**config.mk**
```make
export PLATFORM = sky130hd
export DESIGN_NAME = mopz_div
export DESIGN_NICKNAME = d
export VERILOG_FILES = /design/src/rtl/mopz_div.sv
export SDC_FILE = /design/constraint.sdc
export NUM_CORES = 2
export LEC_CHECK = 0
export BUFFER_PORTS_ARGS = -buffer_cell sky130_fd_sc_hd__buf_2
export CAP_MARGIN = 30
export CELL_PAD_IN_SITES_DETAIL_PLACEMENT = 1
export CELL_PAD_IN_SITES_GLOBAL_PLACEMENT = 2
export CORE_ASPECT_RATIO = 1.5
export CORE_MARGIN = 2
export CORE_UTILIZATION = 30
export CTS_BUF_LIST = sky130_fd_sc_hd__clkbuf_16
export DETAILED_ROUTE_END_ITERATION = 8
export HOLD_SLACK_MARGIN = 0.02
export PLACE_DENSITY_LB_ADDON = 0.15
export RECOVER_POWER = 50
export SYNTH_ARGS = -nofsm -noshare
export SYNTH_HDL_FRONTEND = slang
export SYNTH_SLANG_ARGS = --single-unit
```
**constraint.sdc**
```tcl
create_clock -name clk -period 6.5 [get_ports clk]
set_clock_uncertainty 0.15 [all_clocks]
set_input_delay 0 -clock clk [delete_from_list [all_inputs] [get_ports clk]]
set_output_delay 0 -clock clk [all_outputs]
set_load 0.02 [all_outputs]
```
**src/rtl/mopz_div.sv**
```systemverilog
`timescale 1ns / 1ps
`default_nettype none

// Restoring divider, one quotient bit per stage
module mopz_div #(
    parameter int NW = 28,
    parameter int DW = 16
) (
    input  wire logic          clk,
    input  wire logic          en,
    input  wire logic [NW-1:0] num,
    input  wire logic [DW-1:0] den,
    input  wire logic          bad_in,
    output logic      [NW-1:0] quo,
    output logic               bad_out
);
    logic [DW-1:0] rem_reg [NW];
    logic [NW-1:0] nq_reg  [NW];
    logic [DW-1:0] den_reg [NW];
    logic          bad_reg [NW];

    genvar s;
    generate
        for (s = 0; s < NW; s++)
        begin : g_stage
            logic [DW-1:0] rem_in;
            logic [NW-1:0] nq_in;
            logic [DW-1:0] den_in;
            logic          bad_i;
            logic [DW:0]   trial;
            logic [DW+1:0] diff;

            if (s == 0)
            begin : g_first
                assign rem_in = '0;
                assign nq_in  = num;
                assign den_in = den;
                assign bad_i  = bad_in;
            end
            else
            begin : g_next
                assign rem_in = rem_reg[s-1];
                assign nq_in  = nq_reg[s-1];
                assign den_in = den_reg[s-1];
                assign bad_i  = bad_reg[s-1];
            end

            // Trial subtract; sign bit is the borrow
            assign trial = {rem_in, nq_in[NW-1]};
            assign diff  = {1'b0, trial} - {2'b00, den_in};

            always_ff @(posedge clk)
            begin
                if (en)
                begin
                    rem_reg[s] <= diff[DW+1] ? trial[DW-1:0] : diff[DW-1:0];
                    nq_reg[s]  <= {nq_in[NW-2:0], ~diff[DW+1]};
                    den_reg[s] <= den_in;
                    bad_reg[s] <= bad_i;
                end
            end
        end
    endgenerate

    assign quo     = nq_reg[NW-1];
    assign bad_out = bad_reg[NW-1];

endmodule

`default_nettype wire

```
### Word-level counts from Yosys, hierarchy flattened

Memory sizes are Yosys's and may differ from the RTL's.
Cells that the tools add are included.

| storage, ports and cells | value |
|---|---|
| register bits after elaboration | 0 |
| memory bits (writable) | 1708 |
| input bits | 47 |
| logic and storage cells | 90 |
| memories kept | 4 |

| cells by class | value |
|---|---|
| $add $sub $neg | 28 |
| multiplexer cells | 30 |
| bitwise operators | 28 |

Memories:

| name | words | width | read ports | clocked after memory_dff | wr ports | RTL line | text |
|---|---|---|---|---|---|---|---|
| nq_reg | 28 | 28 | 28 | 0 | 28 | 18 | `logic [NW-1:0] nq_reg [NW];` |
| den_reg | 28 | 16 | 27 | 0 | 28 | 19 | `logic [DW-1:0] den_reg [NW];` |
| rem_reg | 28 | 16 | 27 | 0 | 28 | 17 | `logic [DW-1:0] rem_reg [NW];` |
| bad_reg | 28 | 1 | 28 | 0 | 28 | 20 | `logic bad_reg [NW];` |

Operator list:

| kind | count |
|---|---|
| $sub 17x16->18 | 27 |
| $mux 16 | 28 |
| $not 1->1 | 28 |
| $sub 1x16->17 | 1 |
| $mux 1 | 2 |

### Logic depth before layout (Yosys ltp)

An unclocked memory read counts as a cell.

| depth | value |
|---|---|
| depth in word-level cells | 3 |
| depth in mapped cells | 12 |

### Worst setup path after synthesis

No wires, ideal clock.

| timing | value |
|---|---|
| path type | register to register |
| start | mem rem_reg[3][7] |
| end | mem rem_reg[4][10] (data pin) |
| setup time | 0.260 ns |
| data arrival time | 2.456 ns |
| required time | 6.090 ns |
| setup slack | 3.635 ns |
| cell stages (with the launch flop) | 11 |
| buffers on the path | 2 |
| clock period less this slack | 2.865 ns |
| path through | edfxtp_1 -> ha_1 -> clkbuf_1 -> a21oi_1 -> o21ai_0 -> a21o_1 -> a221oi_2 -> a211oi_2 -> a21oi_2 -> buf_4 -> mux2_2 |

RTL lines:

| item | RTL line |
|---|---|
| start: declaration | 17 |

==> key figures <==
Drt
  – Final routed wirelength across all metal layers: between 150000 and 200000 um
  – Number of vias after detailed routing: 44000
  – Wire per inst: 18.9 um
  – Number of DRC markers after the initial detailed-route iteration: 1836
  – Drt first pass iters: 5
  – Detail Route Antenna Nets: 0
  – Via/cell ratio: around 4.7
  – Count of unresolved DRC violations after routing: 0

CTS
  – Post-CTS clock slew at the launch and capture registers of the worst setup and hold paths: approximately 0.060 ns
  – Max H-tree Level: 4
  – Clock latency of the later-clocked register in the worst-skew pair: between 0.8 and 0.9 ns
  – Clock root cell: sky130_fd_sc_hd__clkbuf_16
  – Clock sink count: about 1700
  – Post-cts gate resize count: 0
  – Setup fix buffers added after clock tree synthesis: 0
  – CTS Buf Count: between 150 and 200
  – TritonCTS clock tree: yes
  – CTS Buffer Depth: 4

Synthesis
  – Synthesized cell area: approximately 0.077 mm^2
  – Ys async rst share: 0%
  – Mapped Avg Cell Area: between 10 and 15 um^2
  – Number of synthesized flops with an enable pin: around 1700
  – Instance count of the mapped netlist: around 5500
  – Number of register bits inferred by synthesis: about 1700
  – Dominant register cell in the synthesized netlist: sky130_fd_sc_hd__edfxtp_1
  – Register area share after synthesis: roughly 66%
  – Synthesis warning total: 0
  – Number of unique standard cell types used by synthesis: slightly above 80

Setup path
  – Startpoint Class: input port
  – Worst reg2reg path endpoint: rem_reg[23][1]
  – Maximum fanout along the worst path: approximately 110
  – Startpoint-to-endpoint class of the critical path: in -> reg
  – Worst path arrival time: about 4.9 ns
  – Number of buffers and inverters on the critical path: 4
  – Top Family by Delay on Critical Path: buffers and inverters
  – Endpoint type of the worst setup path: register
  – Crit path max-delay cell type: sky130_fd_sc_hd__clkbuf_2
  – Critical path, cell by cell: dlygate4sd3_1 -> clkbuf_2 -> clkbuf_1 -> buf_16
  – CP peak stage delay: around 2.3 ns
  – Worst reg-to-reg path cell count: 9
  – Critical register-to-register path startpoint: den_reg[22][1]
  – R2r setup slk: around 2.6 ns
  – Required @ worst endpoint: 6.85 ns

Power and ir drop
  – Power density normalized to cell area: between 400 and 500 mW/mm^2
  – Largest voltage drop on the vdd net: approximately 0.24 mV
  – Lkg Pwr: between 30 and 40 nW
  – Power after layout: about 41 mW

Min path
  – Hold path startpoint: den[9]
  – Worst hold stages: 6
  – Hold endpoint: rem_reg[0][3]
  – HP Class: in -> reg

STA
  – Final min period: 4.50 ns
  – Fin Setup TNS: 0 ns
  – Number of hold violations in the final report: 0
  – Max Transition Viols Final: 182
  – Max transition margin: -153%
  – Slew at the pin closest to its max-slew limit: 3.80 ns
  – Final period utilization: 69.3%
  – Finish-stage setup viols: 0
  – Unrepaired setup endpoints after global routing: false
  – Upper clock frequency limit: 222 MHz

Finish
  – Most frequent cells in the layout: sky130_fd_sc_hd__edfxtp_1, sky130_fd_sc_hd__inv_1, sky130_fd_sc_hd__ha_1
  – Register cell area after layout: ~0.050 mm^2
  – Relative area change from synthesis to final layout: 14.8%
  – Fraction of layout instances using a drive strength above 1: 10.2%
  – Number of flip-flops in the largest register: 784
  – Number of fill cells: between 20000 and 30000
  – Leading cell type in the layout, fill and taps excluded: sky130_fd_sc_hd__edfxtp_1
  – Final Net Count: about 6300
  – Utilization after layout: between 30% and 40%
  – Footprint of the multi-input gates: about 0.024 mm^2

Die
  – Die extent in x: ~420 um
  – Core outline area: approximately 0.25 mm^2
  – Initial core utilization: a little under a third
  – Die height: 624 um
  – Placement Rows: between 200 and 250
  – Area enclosed by the die boundary: ~0.26 mm^2
  – Total I/O pin count: 76

GRT
  – Tot GR Track Use: a little over an eighth
  – Remaining global-route overflow: 0
  – Vias in the first global route: 48300
  – Pin count of the biggest net entering global routing: 176
  – Global-route wire length before repair: between 200000 and 300000 um
  – Initial antenna violation count: 2

Place
  – Quantity of I/O buffers inserted on ports: 75
  – Last weighted congestion value of the routability-driven placer: slightly above 0.8
  – Detailed placer's ending HPWL: between 100000 and 150000 um

Run status
  – Violated checks: capacitance limit, slew limit
  – Result of the run: finished with violations

Run
  – Max-cap viol count: 3
[through the flow]
stage / area, um^2 / setup WS, ns / instances / hold slack [ns]
floorplan: 76800 / 3.63 / 5536 / -0.0511
global placement: 81200 / 2.59 / 8869 / 0.0264
detailed placement: 81300 / 2.53 / 8877 / 0.0300
CTS: 88200 / 2.52 / 9296 / 0.0558
global route: 88200 / 1.43 / 9300 / 0.186
finish: 88200 / 2.00 / 9300 / 0.188
[worst min-delay path: cells and delay by family]
| kind | cells | cell delay [ns] |
|---|---|---|
| AND/OR/NAND/NOR | 2 | 0.13 |
| buffers and inverters | 3 | 0.83 |
| AO/OA/AOI/OAI | 1 | 0.13 |
[how the worst max path moves through the flow]
stage | startpoint | to | slack, ns | depth (start not counted)
3_5_place_dp | den_reg[22][1] | rem_reg[23][1] | 2.53 | 9
2_1_floorplan | rem_reg[3][7] | rem_reg[4][10] | 3.63 | 10
6_report | en | rem_reg[11][3] | 2.00 | 4
4_1_cts | den_reg[22][1] | rem_reg[23][1] | 2.52 | 9
3_3_place_gp | rem_reg[3][0] | rem_reg[4][1] | 2.59 | 8
5_1_grt | en | den_reg[11][6] | 1.43 | 4
[power breakdown]
part / total, mW / switching, mW / internal (mW) / leakage (nW)
combinational: 14.7 / 8.28 / 6.42 / 14.0
clock: 10.6 / 4.43 / 6.13 / 2.99
sequential: 16.1 / 1.27 / 14.8 / 16.4
[synthesized netlist by cell type, types with 15 or more instances]
cell	n	area share [%]
sky130_fd_sc_hd__ha_1	433	7.1
sky130_fd_sc_hd__o211ai_1	23	0.22
sky130_fd_sc_hd__a21o_1	138	1.3
sky130_fd_sc_hd__nand3_1	82	0.53
sky130_fd_sc_hd__fa_1	26	0.68
sky130_fd_sc_hd__o21ai_0	249	1.6
sky130_fd_sc_hd__o22ai_1	24	0.20
sky130_fd_sc_hd__a31o_1	15	0.17
sky130_fd_sc_hd__o31a_1	16	0.18
sky130_fd_sc_hd__buf_6	18	0.26
sky130_fd_sc_hd__mux2i_1	17	0.22
sky130_fd_sc_hd__buf_2	27	0.18
sky130_fd_sc_hd__clkbuf_1	46	0.22
sky130_fd_sc_hd__a21oi_1	355	2.3
sky130_fd_sc_hd__o41ai_1	15	0.17
sky130_fd_sc_hd__nor2_1	328	1.6
sky130_fd_sc_hd__o21a_1	103	1.0
sky130_fd_sc_hd__o31ai_1	58	0.57
sky130_fd_sc_hd__xnor2_1	146	1.7
sky130_fd_sc_hd__a31oi_1	43	0.35
sky130_fd_sc_hd__mux2_4	22	0.43
sky130_fd_sc_hd__o21bai_1	26	0.25
sky130_fd_sc_hd__nor4b_1	19	0.22
sky130_fd_sc_hd__nor2b_1	37	0.30
sky130_fd_sc_hd__xor2_1	82	0.94
sky130_fd_sc_hd__o311a_1	19	0.25
sky130_fd_sc_hd__nand2_1	281	1.4
sky130_fd_sc_hd__and3_1	17	0.14
sky130_fd_sc_hd__inv_1	551	2.7
sky130_fd_sc_hd__a211oi_1	56	0.55
sky130_fd_sc_hd__a311oi_1	17	0.19
sky130_fd_sc_hd__nand2b_1	49	0.40
sky130_fd_sc_hd__mux2_2	174	2.6
sky130_fd_sc_hd__edfxtp_1	1676	66
sky130_fd_sc_hd__a21boi_0	33	0.32
sky130_fd_sc_hd__nor3_1	55	0.36
sky130_fd_sc_hd__nand4_1	16	0.13
[cell type report]
class | instances | share of cell area [%]
antenna | 4 | 0.0114
clock buffer | 190 | 5.39
clock inverter | 137 | 1.41
inverter | 563 | 2.40
multi-input combinational | 3199 | 27.0
sequential | 1676 | 57.1
tap | 3320 | 4.71
timing repair buffer | 211 | 2.01
[routing by layer]
metal  share of wire [%]  GRT usage [%]  vias up
met5                   0              0        -
met4                 4.2           5.88        0
met3                 2.5           1.84      364
met2                  60           28.6      445
met1                  33           12.0    21900
li1                    -              -    21300
[repair_timing]
item	in CTS	in global routing
hold buffers	92	0
endpoints found under the setup margin	0	0
endpoints found under the hold margin	513	0
[cells by family after synthesis]
logic type	share of synthesized area (%)
xor+xnor	2.60
buf+inv	3.48
simple gates	6.13
other cells	0.00489
flops	65.6
fa+ha+maj	7.74
mux	3.26
compound gates	11.2
No activity file was read; power rests on OpenSTA's default activity.
