**src/rtl/mopz_pkg.sv**
```systemverilog
`timescale 1ns / 1ps
`default_nettype none

package mopz_pkg;

    localparam int PIXEL_FRAC_BITS = 4;
    localparam int REG_W     = 12;
    localparam int NUM_REGS  = 8;
    localparam int IDX_W     = 4;
    localparam int PROD_W    = 2 * REG_W;
    localparam int EST_W     = PROD_W + 1;
    localparam int DIST_W    = 25;

    localparam logic signed [EST_W-1:0] NO_ESTIMATE_MM = -EST_W'(1000);
    localparam logic signed [DIST_W-1:0] ZONE_CRITICAL_MM = DIST_W'(3000);
    localparam logic signed [DIST_W-1:0] ZONE_WARNING_MM  = DIST_W'(10000);
    localparam logic signed [DIST_W-1:0] ZONE_CAUTION_MM  = DIST_W'(20000);
    localparam logic [7:0] ORANGE_GREEN = 8'd166;

    // Register indexes
    localparam logic [IDX_W-1:0] REG_FOCAL   = 4'd0;
    localparam logic [IDX_W-1:0] REG_CAM     = 4'd1;
    localparam logic [IDX_W-1:0] REG_IMG     = 4'd2;
    localparam logic [IDX_W-1:0] REG_CLASS0  = 4'd3;
    localparam logic [IDX_W-1:0] REG_CLASS1  = 4'd4;
    localparam logic [IDX_W-1:0] REG_CLASS2  = 4'd5;
    localparam logic [IDX_W-1:0] REG_CLASS3  = 4'd6;
    localparam logic [IDX_W-1:0] REG_DEFAULT = 4'd7;

    typedef enum logic [1:0] {
        ZONE_CRITICAL = 2'd0,
        ZONE_WARNING  = 2'd1,
        ZONE_CAUTION  = 2'd2,
        ZONE_SAFE     = 2'd3
    } zone_t;

    typedef struct packed {
        logic [REG_W-1:0] focal_px;
        logic [REG_W-1:0] camera_height_mm;
        logic [REG_W-1:0] image_height_px;
        logic [REG_W-1:0] class0_height_mm;
        logic [REG_W-1:0] class1_height_mm;
        logic [REG_W-1:0] class2_height_mm;
        logic [REG_W-1:0] class3_height_mm;
        logic [REG_W-1:0] default_height_mm;
    } cfg_t;

    localparam cfg_t CFG_RESET = '{
        focal_px:          12'd700,
        camera_height_mm:  12'd1200,
        image_height_px:   12'd360,
        class0_height_mm:  12'd1500,
        class1_height_mm:  12'd1200,
        class2_height_mm:  12'd1700,
        class3_height_mm:  12'd1000,
        default_height_mm: 12'd1500
    };

endpackage

`default_nettype wire

```
**src/rtl/mopz_if.sv**
```systemverilog
`timescale 1ns / 1ps
`default_nettype none


// Result item channel
interface mopz_res_if;
    logic               valid;
    logic               ready;
    logic signed [24:0] distance_mm;
    logic [1:0]         zone;
    logic [7:0]         red;
    logic [7:0]         green;
    logic [7:0]         blue;
    logic [2:0]         outline_px;

    modport source (output valid, distance_mm, zone, red, green, blue, outline_px,
                    input ready);
    modport sink   (input valid, distance_mm, zone, red, green, blue, outline_px,
                    output ready);
endinterface

`default_nettype wire

```
**src/rtl/mopz_zone.sv**
```systemverilog
`timescale 1ns / 1ps
`default_nettype none

module mopz_zone #(
    parameter int NW = 28
) (
    input  wire logic          clk,
    input  wire logic          rst_n,
    input  wire logic          en,
    input  wire logic          vld_in,
    input  wire logic [NW-1:0] pin_q,
    input  wire logic          pin_bad,
    input  wire logic [NW-1:0] gnd_q,
    input  wire logic          gnd_bad,
    mopz_res_if.source         rsp
);
    import mopz_pkg::*;

    logic signed [EST_W-1:0]  pin_est;
    logic signed [EST_W-1:0]  gnd_est;
    logic signed [EST_W:0]    sum;
    logic signed [DIST_W-1:0] avg;
    zone_t                    zone;
    logic [7:0]               red;
    logic [7:0]               green;
    logic [2:0]               bw;
    logic                     vld_reg;
    logic signed [DIST_W-1:0] dist_reg;
    zone_t                    zone_reg;
    logic [7:0]               red_reg;
    logic [7:0]               green_reg;
    logic [2:0]               bw_reg;

    // Sentinel substitution, average, classification
    always_comb
    begin
        pin_est = pin_bad ? NO_ESTIMATE_MM : signed'({1'b0, pin_q[PROD_W-1:0]});
        gnd_est = gnd_bad ? NO_ESTIMATE_MM : signed'({1'b0, gnd_q[PROD_W-1:0]});
        sum     = {pin_est[EST_W-1], pin_est} + {gnd_est[EST_W-1], gnd_est};
        avg     = sum[EST_W:1];
        if (avg < ZONE_CRITICAL_MM)
        begin
            zone = ZONE_CRITICAL; red = 8'd255; green = 8'd0;         bw = 3'd5;
        end
        else if (avg < ZONE_WARNING_MM)
        begin
            zone = ZONE_WARNING;  red = 8'd255; green = ORANGE_GREEN; bw = 3'd4;
        end
        else if (avg < ZONE_CAUTION_MM)
        begin
            zone = ZONE_CAUTION;  red = 8'd255; green = 8'd255;       bw = 3'd3;
        end
        else
        begin
            zone = ZONE_SAFE;     red = 8'd0;   green = 8'd255;       bw = 3'd3;
        end
    end

    // Output valid
    always_ff @(posedge clk or negedge rst_n)
    begin
        if (!rst_n)
        begin
            vld_reg <= 1'b0;
        end
        else if (en)
        begin
            vld_reg <= vld_in;
        end
    end

    // Output payload
    always_ff @(posedge clk)
    begin
        if (en)
        begin
            dist_reg  <= avg;
            zone_reg  <= zone;
            red_reg   <= red;
            green_reg <= green;
            bw_reg    <= bw;
        end
    end

    assign rsp.valid       = vld_reg;
    assign rsp.distance_mm = dist_reg;
    assign rsp.zone        = zone_reg;
    assign rsp.red         = red_reg;
    assign rsp.green       = green_reg;
    assign rsp.blue        = 8'd0;
    assign rsp.outline_px  = bw_reg;

endmodule

`default_nettype wire

```
**src/flat_wrapper.sv**
```systemverilog
// flat-port wrapper written by rule: the top's interface ports become plain ports
module mopz_zone_flat import mopz_pkg::*;
#(
    parameter int NW = 28
)
  (clk, rst_n, en, vld_in, pin_q, pin_bad, gnd_q, gnd_bad, rsp_valid, rsp_distance_mm, rsp_zone, rsp_red, rsp_green, rsp_blue, rsp_outline_px, rsp_ready);
  mopz_res_if rsp_i ();
  input  wire logic clk;
  input  wire logic rst_n;
  input  wire logic en;
  input  wire logic vld_in;
  input  wire logic [NW-1:0] pin_q;
  input  wire logic pin_bad;
  input  wire logic [NW-1:0] gnd_q;
  input  wire logic gnd_bad;
  output wire logic [$bits(rsp_i.valid)-1:0] rsp_valid;
  output wire logic [$bits(rsp_i.distance_mm)-1:0] rsp_distance_mm;
  output wire logic [$bits(rsp_i.zone)-1:0] rsp_zone;
  output wire logic [$bits(rsp_i.red)-1:0] rsp_red;
  output wire logic [$bits(rsp_i.green)-1:0] rsp_green;
  output wire logic [$bits(rsp_i.blue)-1:0] rsp_blue;
  output wire logic [$bits(rsp_i.outline_px)-1:0] rsp_outline_px;
  input wire logic [$bits(rsp_i.ready)-1:0] rsp_ready;
  assign rsp_valid = rsp_i.valid;
  assign rsp_distance_mm = rsp_i.distance_mm;
  assign rsp_zone = rsp_i.zone;
  assign rsp_red = rsp_i.red;
  assign rsp_green = rsp_i.green;
  assign rsp_blue = rsp_i.blue;
  assign rsp_outline_px = rsp_i.outline_px;
  assign rsp_i.ready = rsp_ready;
  mopz_zone #(.NW(NW)) u_core (.clk(clk), .rst_n(rst_n), .en(en), .vld_in(vld_in), .pin_q(pin_q), .pin_bad(pin_bad), .gnd_q(gnd_q), .gnd_bad(gnd_bad), .rsp(rsp_i));
endmodule
```
**config.mk**
```make
export PLATFORM = sky130hd
export DESIGN_NAME = mopz_zone_flat
export DESIGN_NICKNAME = d
export VERILOG_FILES = /design/src/rtl/mopz_pkg.sv /design/src/rtl/mopz_if.sv /design/src/rtl/mopz_zone.sv /design/src/flat_wrapper.sv
export SDC_FILE = /design/constraint.sdc
export NUM_CORES = 1
export LEC_CHECK = 0
export BUFFER_PORTS_ARGS = -buffer_cell sky130_fd_sc_hd__buf_4
export CAP_MARGIN = 20
export CORE_MARGIN = 4
export CORE_UTILIZATION = 55
export DETAILED_ROUTE_END_ITERATION = 8
export PLACE_DENSITY = 0.83
export SLEW_MARGIN = 20
export SYNTH_ARGS = -nofsm -noshare
export SYNTH_HDL_FRONTEND = slang
export SYNTH_SLANG_ARGS = --single-unit
```
**constraint.sdc**
```tcl
create_clock -name clk -period 2 [get_ports clk]
set_input_delay 0.4 -clock clk [delete_from_list [all_inputs] [get_ports clk]]
set_output_delay 0.4 -clock clk [all_outputs]
set_load 0.01 [all_outputs]
```
==> results_dict.tcl, run 1 <==
set metrics [dict create \
    syn-cell-area_um2 3290 \
    stop_stage "4_1_cts" \
    numCtsBuffers 5 \
    avgSynthCellArea_um2 9.04 \
    ys_types 63 \
    async_flop_share_pct 3.03 \
    post_cts_buffers 19 \
    start_util_pct 58.3 \
    cts_resized 96 \
    ys_seq_elements 33 \
    dpl-instance-area_um2 4930 \
    die_h_um 85.4 \
    numClockSinks 33 \
    port_buffers 100 \
    yosysSeqAreaShare_pct 30.0 \
    cts_hold_buf 1 \
    status "did not finish" \
    cts-root-buf "clkbuf_8" \
    rows 27 \
    clk_path_buf_depth 2 \
    h-tree-depth 2 \
    fp.dieW_um 85.4 \
    error_line "[ERROR DPL-0038] Utilization greater than 100%, impossible to legalize" \
    io_pins 118 \
    synth_cells 364 \
    dpl.hpwl_um 8860 \
    synth_flop_cell "edfxtp_1" \
    yosysWarnings 0 \
    synth-edff-count 32 \
    place.gp.congestion 0.887 \
    dp_slack_ns -1.54 \
]
[Yosys cell counts, types with 7 or more instances]
library cell	instances	share of area (%)
a21o_1	7	1.6
a21oi_1	24	3.6
a31oi_1	7	1.3
buf_4	23	5.2
edfxtp_1	32	29
ha_1	24	9.1
inv_1	13	1.5
nand2_1	25	2.9
nand3_1	8	1.2
nor2_1	17	1.9
nor2b_1	12	2.3
o21ai_0	16	2.4
or2_2	32	6.1
xnor2_1	12	3.2
xor2_1	11	2.9
[cells by family after synthesis]
group | Yosys count | share of synthesized area, %
AOI/OAI and AO/OA | 100 | 21.9
xor gates and xnor gates | 23 | 6.12
adders and majority gates | 25 | 9.73
buffers and inverters | 51 | 9.35
DFF | 33 | 30.0
muxes | 3 | 0.950
other | 1 | 0.114
and+or+nand+nor | 128 | 21.9
[stage by stage]
stage               instances  hold slack, ns  TNS (ns)
floorplan                 371           0.104    -11.20
global placement          602           0.175    -20.55
detailed placement        602           0.176    -22.98
==> run 2, diff against run 1 <==
--- a/config.mk
+++ b/config.mk
@@ -8,9 +8,9 @@
 export BUFFER_PORTS_ARGS = -buffer_cell sky130_fd_sc_hd__buf_4
 export CAP_MARGIN = 20
 export CORE_MARGIN = 4
-export CORE_UTILIZATION = 55
+export CORE_UTILIZATION = 40
 export DETAILED_ROUTE_END_ITERATION = 8
-export PLACE_DENSITY = 0.83
+export PLACE_DENSITY_LB_ADDON = 0.15
 export SLEW_MARGIN = 20
 export SYNTH_ARGS = -nofsm -noshare
 export SYNTH_HDL_FRONTEND = slang
==> results_dict.tcl, run 2 <==
set metrics [dict create \
    clk_path_buf_depth 2 \
    grt_pass1_vias 3410 \
    dpl.hpwl_um 7520 \
    synth-compound-area-share_pct 21.9 \
    overflow 0 \
    synth-adder-area-share_pct 9.73 \
    synth_top_area_share_pct 29.2 \
    synth-simple-area-share_pct 21.9 \
    final_common_cell "buf_4" \
    setup_ws_ns -1.03 \
    finalNetCount 658 \
    skew_ns 0 \
    stdcell_count 673 \
    h-tree-depth 2 \
    setup.worst_path.class "primary input to flop" \
    violations "setup timing" \
    drcViolationCount 0 \
    end_kind "flop" \
    grt_max_degree 34 \
    hold_slack_ns 0.356 \
    finalSetupTns_ns -12.29 \
    postRouteAntennaNets 0 \
    final_hold_viol_count 0 \
    cp_slowest_cell "fa_2" \
    rsz0062_at_grt "yes" \
    worstPathMaxFanout 7 \
    avgViaCountPerCell 5.15 \
    dpl-instance-area_um2 4970 \
    synth_cells 364 \
    antenna_cells 0 \
    synth-edff-count 32 \
    antenna_found_initial 0 \
    r2r_setup_slack_ns 1.24 \
    num_vias 3468 \
    synth.area.top_cells "edfxtp_1 (29%), ha_1 (9.1%), or2_2 (6.1%)" \
    wl_per_cell_um 15.3 \
    syn2layout_area_growth_pct 78.4 \
    arrival_ns 3.05 \
    crit_path_max_incr_delay_ns 0.35 \
    design_area_um2 5870 \
    synth-xor-area-share_pct 6.12 \
    layout_min_cycle_time_ns 3.03 \
    ir_drop_v 0.000295 \
    async_flop_share_pct 3.03 \
    ys_types 63 \
    cts-root-buf "clkbuf_8" \
    start_util_pct 41.9 \
    io_pins 118 \
    syn-cell-area_um2 3290 \
    period_share_pct 152 \
    largest_register_ffs 25 \
    place.gp.congestion 0.894 \
    drv_cap 0 \
    path_clk_slew_ns 0.06 \
    p_leak_nw 2.47 \
    rows 32 \
    numClockSinks 33 \
    fill_cells 542 \
    synth_common_cells "edfxtp_1 (32), or2_2 (32), nand2_1 (25)" \
    avgSynthCellArea_um2 9.04 \
    startpoint_type "primary input" \
    fmax_mhz 330 \
    numCtsBuffers 5 \
    ys_seq_elements 33 \
    cts_tree "yes" \
    core_um2 7850 \
    final_cell_mix "buf_4 (209), edfxtp_1 (32), or2_4 (21)" \
    dieArea_um2 9750 \
    dp_cells 634 \
    drv_slew 0 \
    yosysSeqAreaShare_pct 30.0 \
    die_h_um 98.7 \
    fp.dieW_um 98.7 \
    grt_pass1_wl_um 16100 \
    wirelength_um 10300 \
    status "finished, violations left" \
    yosysWarnings 0 \
    post-synth-top-area-cell "edfxtp_1" \
    drt_iter0_markers 144 \
    synthMuxAreaShare_pct 0.950 \
    cellPowerDensity_nw_per_um2 533 \
    cp.required_ns 2.02 \
    port_buffers 100 \
    hold_path_class "primary input to flop" \
    synth_flop_cell "edfxtp_1" \
    cp_cell_sequence "buf_12, nand4bb_4, fa_2, or2b_1, a21oi_2, buf_6, buf_6, o211ai_1, buf_4, nor4_1, o211ai_1, a211oi_4, a221oi_2" \
    grt_usage_pct 20.2 \
    clkLatencyLatePin_ns 0.28 \
    dr.pass1.iters 4 \
    synth_top_family_by_area "compound AO/OA/AOI/OAI gates" \
    setup_viol 28 \
    drive_gt1_share_pct 65.5 \
]
run 2: cell counts after synthesis:
No cell type changed its count.
run 2: power breakdown:
group	switching (mW)	internal, mW	leakage, nW
logic	0.788	0.963	2.10
clock network	0.217	0.240	0.0450
registers	0.0354	0.888	0.325
run 2: cells by family after synthesis:
group | count (synthesis)
xor gates and xnor gates | 23
other | 1
DFF | 33
muxes | 3
buffers and inverters | 51
and+or+nand+nor | 128
adders and majority gates | 25
AOI/OAI and AO/OA | 100
run 2: per-stage QoR:
step	total power [mW]	setup WS, ns	utilization, %
3_3_place_gp	2.35	-1.41	63.3
4_1_cts	3.05	-1.00	72.1
5_1_grt	3.32	-1.13	74.8
6_report	3.13	-1.03	74.8
3_5_place_dp	2.38	-1.52	63.3
2_1_floorplan	1.74	-1.16	-
run 2: critical path: cells and delay by family:
kind	cells	cell delay, ns
AOI/OAI and AO/OA	5	0.96
adders and majority gates	1	0.35
buffers and inverters	4	0.56
and+or+nand+nor	3	0.76
run 2: worst paths after layout:
check / start / endpoint / cells after the start
min in group asynchronous: rst_n / u_core.rsp.valid / 2
setup reg to reg: u_core.rsp.valid / u_core.rsp.valid / 1
setup / recovery: pin_bad / u_core.rsp.zone[0] / 13
hold / removal: vld_in / u_core.rsp.valid / 2
hold reg to reg: u_core.rsp.valid / u_core.rsp.valid / 1
max in group asynchronous: rst_n / u_core.rsp.valid / 2
run 2: final cells by class:
type                       count  area [µm²]  area share (%)
sequential                    33         986            16.8
clock buffer                   6        72.6            1.24
tap                          102         128            2.17
clock inverter                 2        10.0           0.170
timing repair buffer         230        1890            32.1
inverter                      13        51.3           0.874
multi-input combinational    287        2740            46.6
run 2: routing by layer:
metal	track usage [%]	routed length (µm)	up-vias	share of wire, %
li1	-	-	1715	-
met1	25.6	4390	1622	43
met2	35.9	5160	109	50
met3	1.98	471	22	4.6
met4	6.62	252	0	2.5
met5	0	0	-	0
run 2: what timing repair did:
action                                  CTS  global route
cloned                                    3             0
hold buffers                              1             0
resized for setup                        77            29
pin swaps                                74            31
setup buffers                            30             8
hold endpoints to repair                  1             0
endpoints found under the setup margin   28            28
Note: power is estimated with default switching activity, not from simulation.
==> run 3, diff against run 2 <==
--- a/config.mk
+++ b/config.mk
@@ -10,7 +10,7 @@
 export CORE_MARGIN = 4
 export CORE_UTILIZATION = 40
 export DETAILED_ROUTE_END_ITERATION = 8
-export PLACE_DENSITY_LB_ADDON = 0.15
+export PLACE_DENSITY = 0.67
 export SLEW_MARGIN = 20
 export SYNTH_ARGS = -nofsm -noshare
 export SYNTH_HDL_FRONTEND = slang
==> results_dict.tcl, run 3 (synthesis results as in run 2) <==
set metrics [dict create \
    status "finished, violations left" \
    violations "setup timing" \
    h-tree-depth 2 \
    rows 32 \
    drcViolationCount 0 \
    dp_slack_ns -1.43 \
    cp.required_ns 2.03 \
    path_common_cell "buf_12" \
    hold_slack_ns 0.353 \
    drive_gt1_share_pct 68.8 \
    avgViaCountPerCell 5.29 \
    setup.worst_path.class "primary input to flop" \
    grt_pass1_wl_um 16800 \
    die_h_um 98.7 \
    numCtsBuffers 5 \
    grt_usage_pct 20.9 \
    p_leak_nw 2.59 \
    numClockSinks 33 \
    arrival_ns 3.16 \
    final_hold_viol_count 0 \
    dieArea_um2 9750 \
    fmax_mhz 319 \
    hold_depth 2 \
    wl_per_cell_um 16.5 \
    holdPathEnd "u_core.rsp.valid" \
    postRouteAntennaNets 0 \
    dr.pass1.iters 4 \
    largest_register_ffs 25 \
    antenna_cells 0 \
    skew_ns 0 \
    design_area_um2 6200 \
    finalNetCount 674 \
    crit_buf_inv 4 \
    cp_slowest_cell "or3_4" \
    timing.rr.end "u_core.rsp.valid" \
    hold_path_class "primary input to flop" \
    syn2layout_area_growth_pct 88.5 \
    path_clk_slew_ns 0.06 \
    final_cell_mix "buf_4 (223), edfxtp_1 (32), or2_4 (22)" \
    p_total_mw 3.22 \
    cts_tree "yes" \
    clkLatencyLatePin_ns 0.28 \
    wirelength_um 11400 \
    clk_path_buf_depth 2 \
    grt_pass1_vias 3550 \
    r2r_start "u_core.rsp.valid" \
    cellPowerDensity_nw_per_um2 518 \
    cts-root-buf "clkbuf_8" \
    setup_viol 26 \
    start_util_pct 41.9 \
    num_vias 3642 \
    finalSetupTns_ns -13.31 \
    antenna_found_initial 0 \
    crit_path_max_incr_delay_ns 0.41 \
    io_pins 118 \
    end_kind "flop" \
    worstPathMaxFanout 8 \
    drv_slew 0 \
    layout_min_cycle_time_ns 3.13 \
    fp.dieW_um 98.7 \
    overflow 0 \
    ir_drop_v 0.000289 \
    drv_cap 0 \
    core_um2 7850 \
    r2r_setup_slack_ns 1.26 \
    grt_max_degree 34 \
    startpoint_type "primary input" \
    worstRegToRegCells 1 \
    dp_cells 645 \
    cp_cell_sequence "buf_12, buf_12, or2_4, ha_4, nand4_1, buf_4, nor4_2, o21ai_1, nand3_1, a21oi_2, xnor2_2, or3_4, o31ai_4, inv_1" \
    timing.critical_path.max_delay_family "simple AND/OR/NAND/NOR gates" \
    drt_iter0_markers 189 \
    min_from "vld_in" \
    stdcell_count 689 \
    period_share_pct 157 \
    final_common_cell "buf_4" \
    fill_cells 507 \
    dpl-instance-area_um2 5070 \
    port_buffers 100 \
    rsz0062_at_grt "yes" \
    place.gp.congestion 0.846 \
    setup_ws_ns -1.13 \
    fin_util_pct 79.1 \
    dpl.hpwl_um 7360 \
]
==> run 3: metal layers <==
metal,vias to the layer above,part of all wire (%),track usage [%],wire length (µm)
met5,-,0,0,0
met4,0,3.1,7.04,357
met2,156,51,37.2,5810
met1,1719,40,26.4,4570
met3,26,5.6,2.19,641
li1,1741,-,-,-
==> run 3: worst max-delay path by stage <==
stage | startpoint | end | slack [ns] | depth (start not counted)
3_3_place_gp | pin_bad | u_core.rsp.zone[0] | -1.39 | 13
5_1_grt | gnd_bad | u_core.rsp.green[6] | -1.23 | 14
3_5_place_dp | gnd_bad | u_core.rsp.zone[0] | -1.43 | 13
2_1_floorplan | gnd_bad | u_core.rsp.zone[0] | -1.16 | 13
6_report | gnd_bad | u_core.rsp.zone[1] | -1.13 | 14
4_1_cts | gnd_bad | u_core.rsp.zone[0] | -1.07 | 13
==> run 3: final cells by class <==
cell class | count | area (µm²) | area share, %
tap | 102 | 128 | 2.06
clock buffer | 6 | 72.6 | 1.17
inverter | 13 | 51.3 | 0.827
multi-input combinational | 287 | 2930 | 47.1
sequential | 33 | 986 | 15.9
timing repair buffer | 246 | 2030 | 32.7
clock inverter | 2 | 10.0 | 0.161
==> run 3: timing repair <==
item                       4_1_cts  5_1_grt
setup buffers                   32       15
cloned                           4        0
hold endpoints to repair         1        0
gates resized for setup         85       56
setup endpoints to repair       27       27
hold buffers                     1        0
pin swaps                       67       50
==> run 3: where the power goes <==
part | total [mW] | internal (mW) | switching [mW]
registers | 0.921 | 0.888 | 0.0339
clock network | 0.463 | 0.240 | 0.222
logic | 1.83 | 0.998 | 0.834
==> run 4, diff against run 3 <==
==> constraint.sdc (replaced) <==
create_clock -name clk -period 2 [get_ports clk]
set_input_delay 0.6 -clock clk [delete_from_list [all_inputs] [get_ports clk]]
set_output_delay 0.6 -clock clk [all_outputs]
set_load 0.01 [all_outputs]
==> results_dict.tcl, run 4 (synthesis results as in run 2) <==
set metrics [dict create \
    status "finished, violations left" \
    violations "setup timing" \
    skew_ns 0 \
    top_layer "met4" \
    timing.rr.end "u_core.rsp.valid" \
    fill_cells 536 \
    worstRegToRegCells 1 \
    dieArea_um2 9750 \
    wl_met3_um 714 \
    overflow 0 \
    setup.worst_path.class "primary input to flop" \
    cts-root-buf "clkbuf_8" \
    cts_hold_buf 0 \
    r2r_setup_slack_ns 1.26 \
    fmax_mhz 302 \
    drv_slew 0 \
    drv_cap 0 \
    start_util_pct 41.9 \
    setup_viol 28 \
    dpl.hpwl_um 7640 \
    end_kind "flop" \
    rows 32 \
    final_cell_mix "buf_4 (213), edfxtp_1 (32), or2_4 (22)" \
    clkLatencyLatePin_ns 0.27 \
    drcViolationCount 0 \
    setup_ws_ns -1.31 \
    p_leak_nw 2.53 \
    grt_usage_pct 20.8 \
    num_vias 3566 \
    p_total_mw 3.17 \
    route.met2.wl_um 5660 \
    cts_tree "yes" \
    die_h_um 98.7 \
    final_common_cell "buf_4" \
    dr.pass1.iters 4 \
    postRouteAntennaNets 0 \
    grt_pass1_vias 3505 \
    numClockSinks 33 \
    grt_max_degree 34 \
    rsz0062_at_grt "yes" \
    drt_iter0_markers 182 \
    arrival_ns 3.32 \
    final_hold_viol_count 0 \
    finalSetupTns_ns -18.87 \
    avgViaCountPerCell 5.24 \
    h-tree-depth 2 \
    numCtsBuffers 5 \
    wirelength_um 10900 \
    path_clk_slew_ns 0.06 \
    cp.required_ns 2.01 \
    wl_met1_um 4270 \
    seq_area_um2 986 \
    antenna_cells 0 \
    period_share_pct 166 \
    wl_per_cell_um 16.1 \
    place.gp.congestion 0.884 \
    core_um2 7850 \
    finalNetCount 667 \
    hold_slack_ns 0.0909 \
    multi_input_area_um2 2800 \
    worstPathMaxFanout 8 \
    grt_pass1_wl_um 16700 \
    largest_register_ffs 25 \
    layout_min_cycle_time_ns 3.31 \
    ir_drop_v 0.000334 \
    startpoint_type "primary input" \
    clk_path_buf_depth 2 \
    fp.dieW_um 98.7 \
    io_pins 118 \
    drive_gt1_share_pct 67.0 \
    cellPowerDensity_nw_per_um2 527 \
    antenna_found_initial 0 \
    hold_path_class "primary input to asynchronous set/reset pin" \
    syn2layout_area_growth_pct 82.6 \
    port_buffers 100 \
    r2r_start "u_core.rsp.valid" \
]
run 4: critical path, cell delays in order:
cell and delay, ns:
buf_12 0.12, buf_12 0.13, buf_4 0.13, or2_2 0.32
ha_4 0.25, a21o_1 0.17, a21oi_1 0.21, o21ai_1 0.13
a21o_1 0.20, a31oi_1 0.17, xnor2_1 0.12, or3_4 0.42
a211oi_2 0.23, a221oi_1 0.10
run 4: cell type report:
| class | count | area share (%) |
|---|---|---|
| Sequential cell | 33 | 16.4 |
| Clock buffer | 6 | 1.21 |
| Multi-Input combinational cell | 287 | 46.5 |
| Inverter | 13 | 0.812 |
| Clock inverter | 1 | 0.0624 |
| Timing Repair Buffer | 239 | 32.9 |
| Tap cell | 102 | 2.12 |
run 4: worst max path at each step:
stage | from | end | slack [ns] | cells after the start
after floorplan | gnd_bad | u_core.rsp.zone[0] | -1.36 | 13
after global placement | pin_bad | u_core.rsp.zone[0] | -1.62 | 13
after detailed placement | gnd_bad | u_core.rsp.zone[0] | -1.65 | 13
after CTS | gnd_bad | u_core.rsp.zone[0] | -1.25 | 13
after global routing | gnd_bad | u_core.rsp.zone[0] | -1.40 | 13
final | gnd_bad | u_core.rsp.zone[0] | -1.31 | 14
run 4: stage by stage:
stage,util [%],worst slack (ns),cell area [µm²],instances
global route,76.6,-1.40,6010,681
finish,76.6,-1.31,6010,681
floorplan,-,-1.36,3700,371
detailed placement,64.8,-1.65,5090,647
global placement,64.8,-1.62,5090,647
CTS,73.4,-1.25,5760,675
run 4: power by group:
part	total, mW	switching (mW)	internal (mW)	leakage, nW
logic	1.80	0.817	0.987	2.16
registers	0.924	0.0356	0.888	0.325
clock network	0.443	0.209	0.234	0.0387
run 4: timing repair:
item | 4_1_cts | 5_1_grt
buffers inserted | 20 | 8
resized for setup | 81 | 36
endpoints found under the setup margin | 28 | 29
pin swaps | 46 | 24
gates cloned | 3 | 0
run 4: metal layers:
| layer | track usage, % | vias up |
|---|---|---|
| met5 | 0 | - |
| met4 | 6.83 | 0 |
| met2 | 37.2 | 136 |
| met3 | 2.55 | 26 |
| met1 | 25.9 | 1678 |
| li1 | - | 1726 |
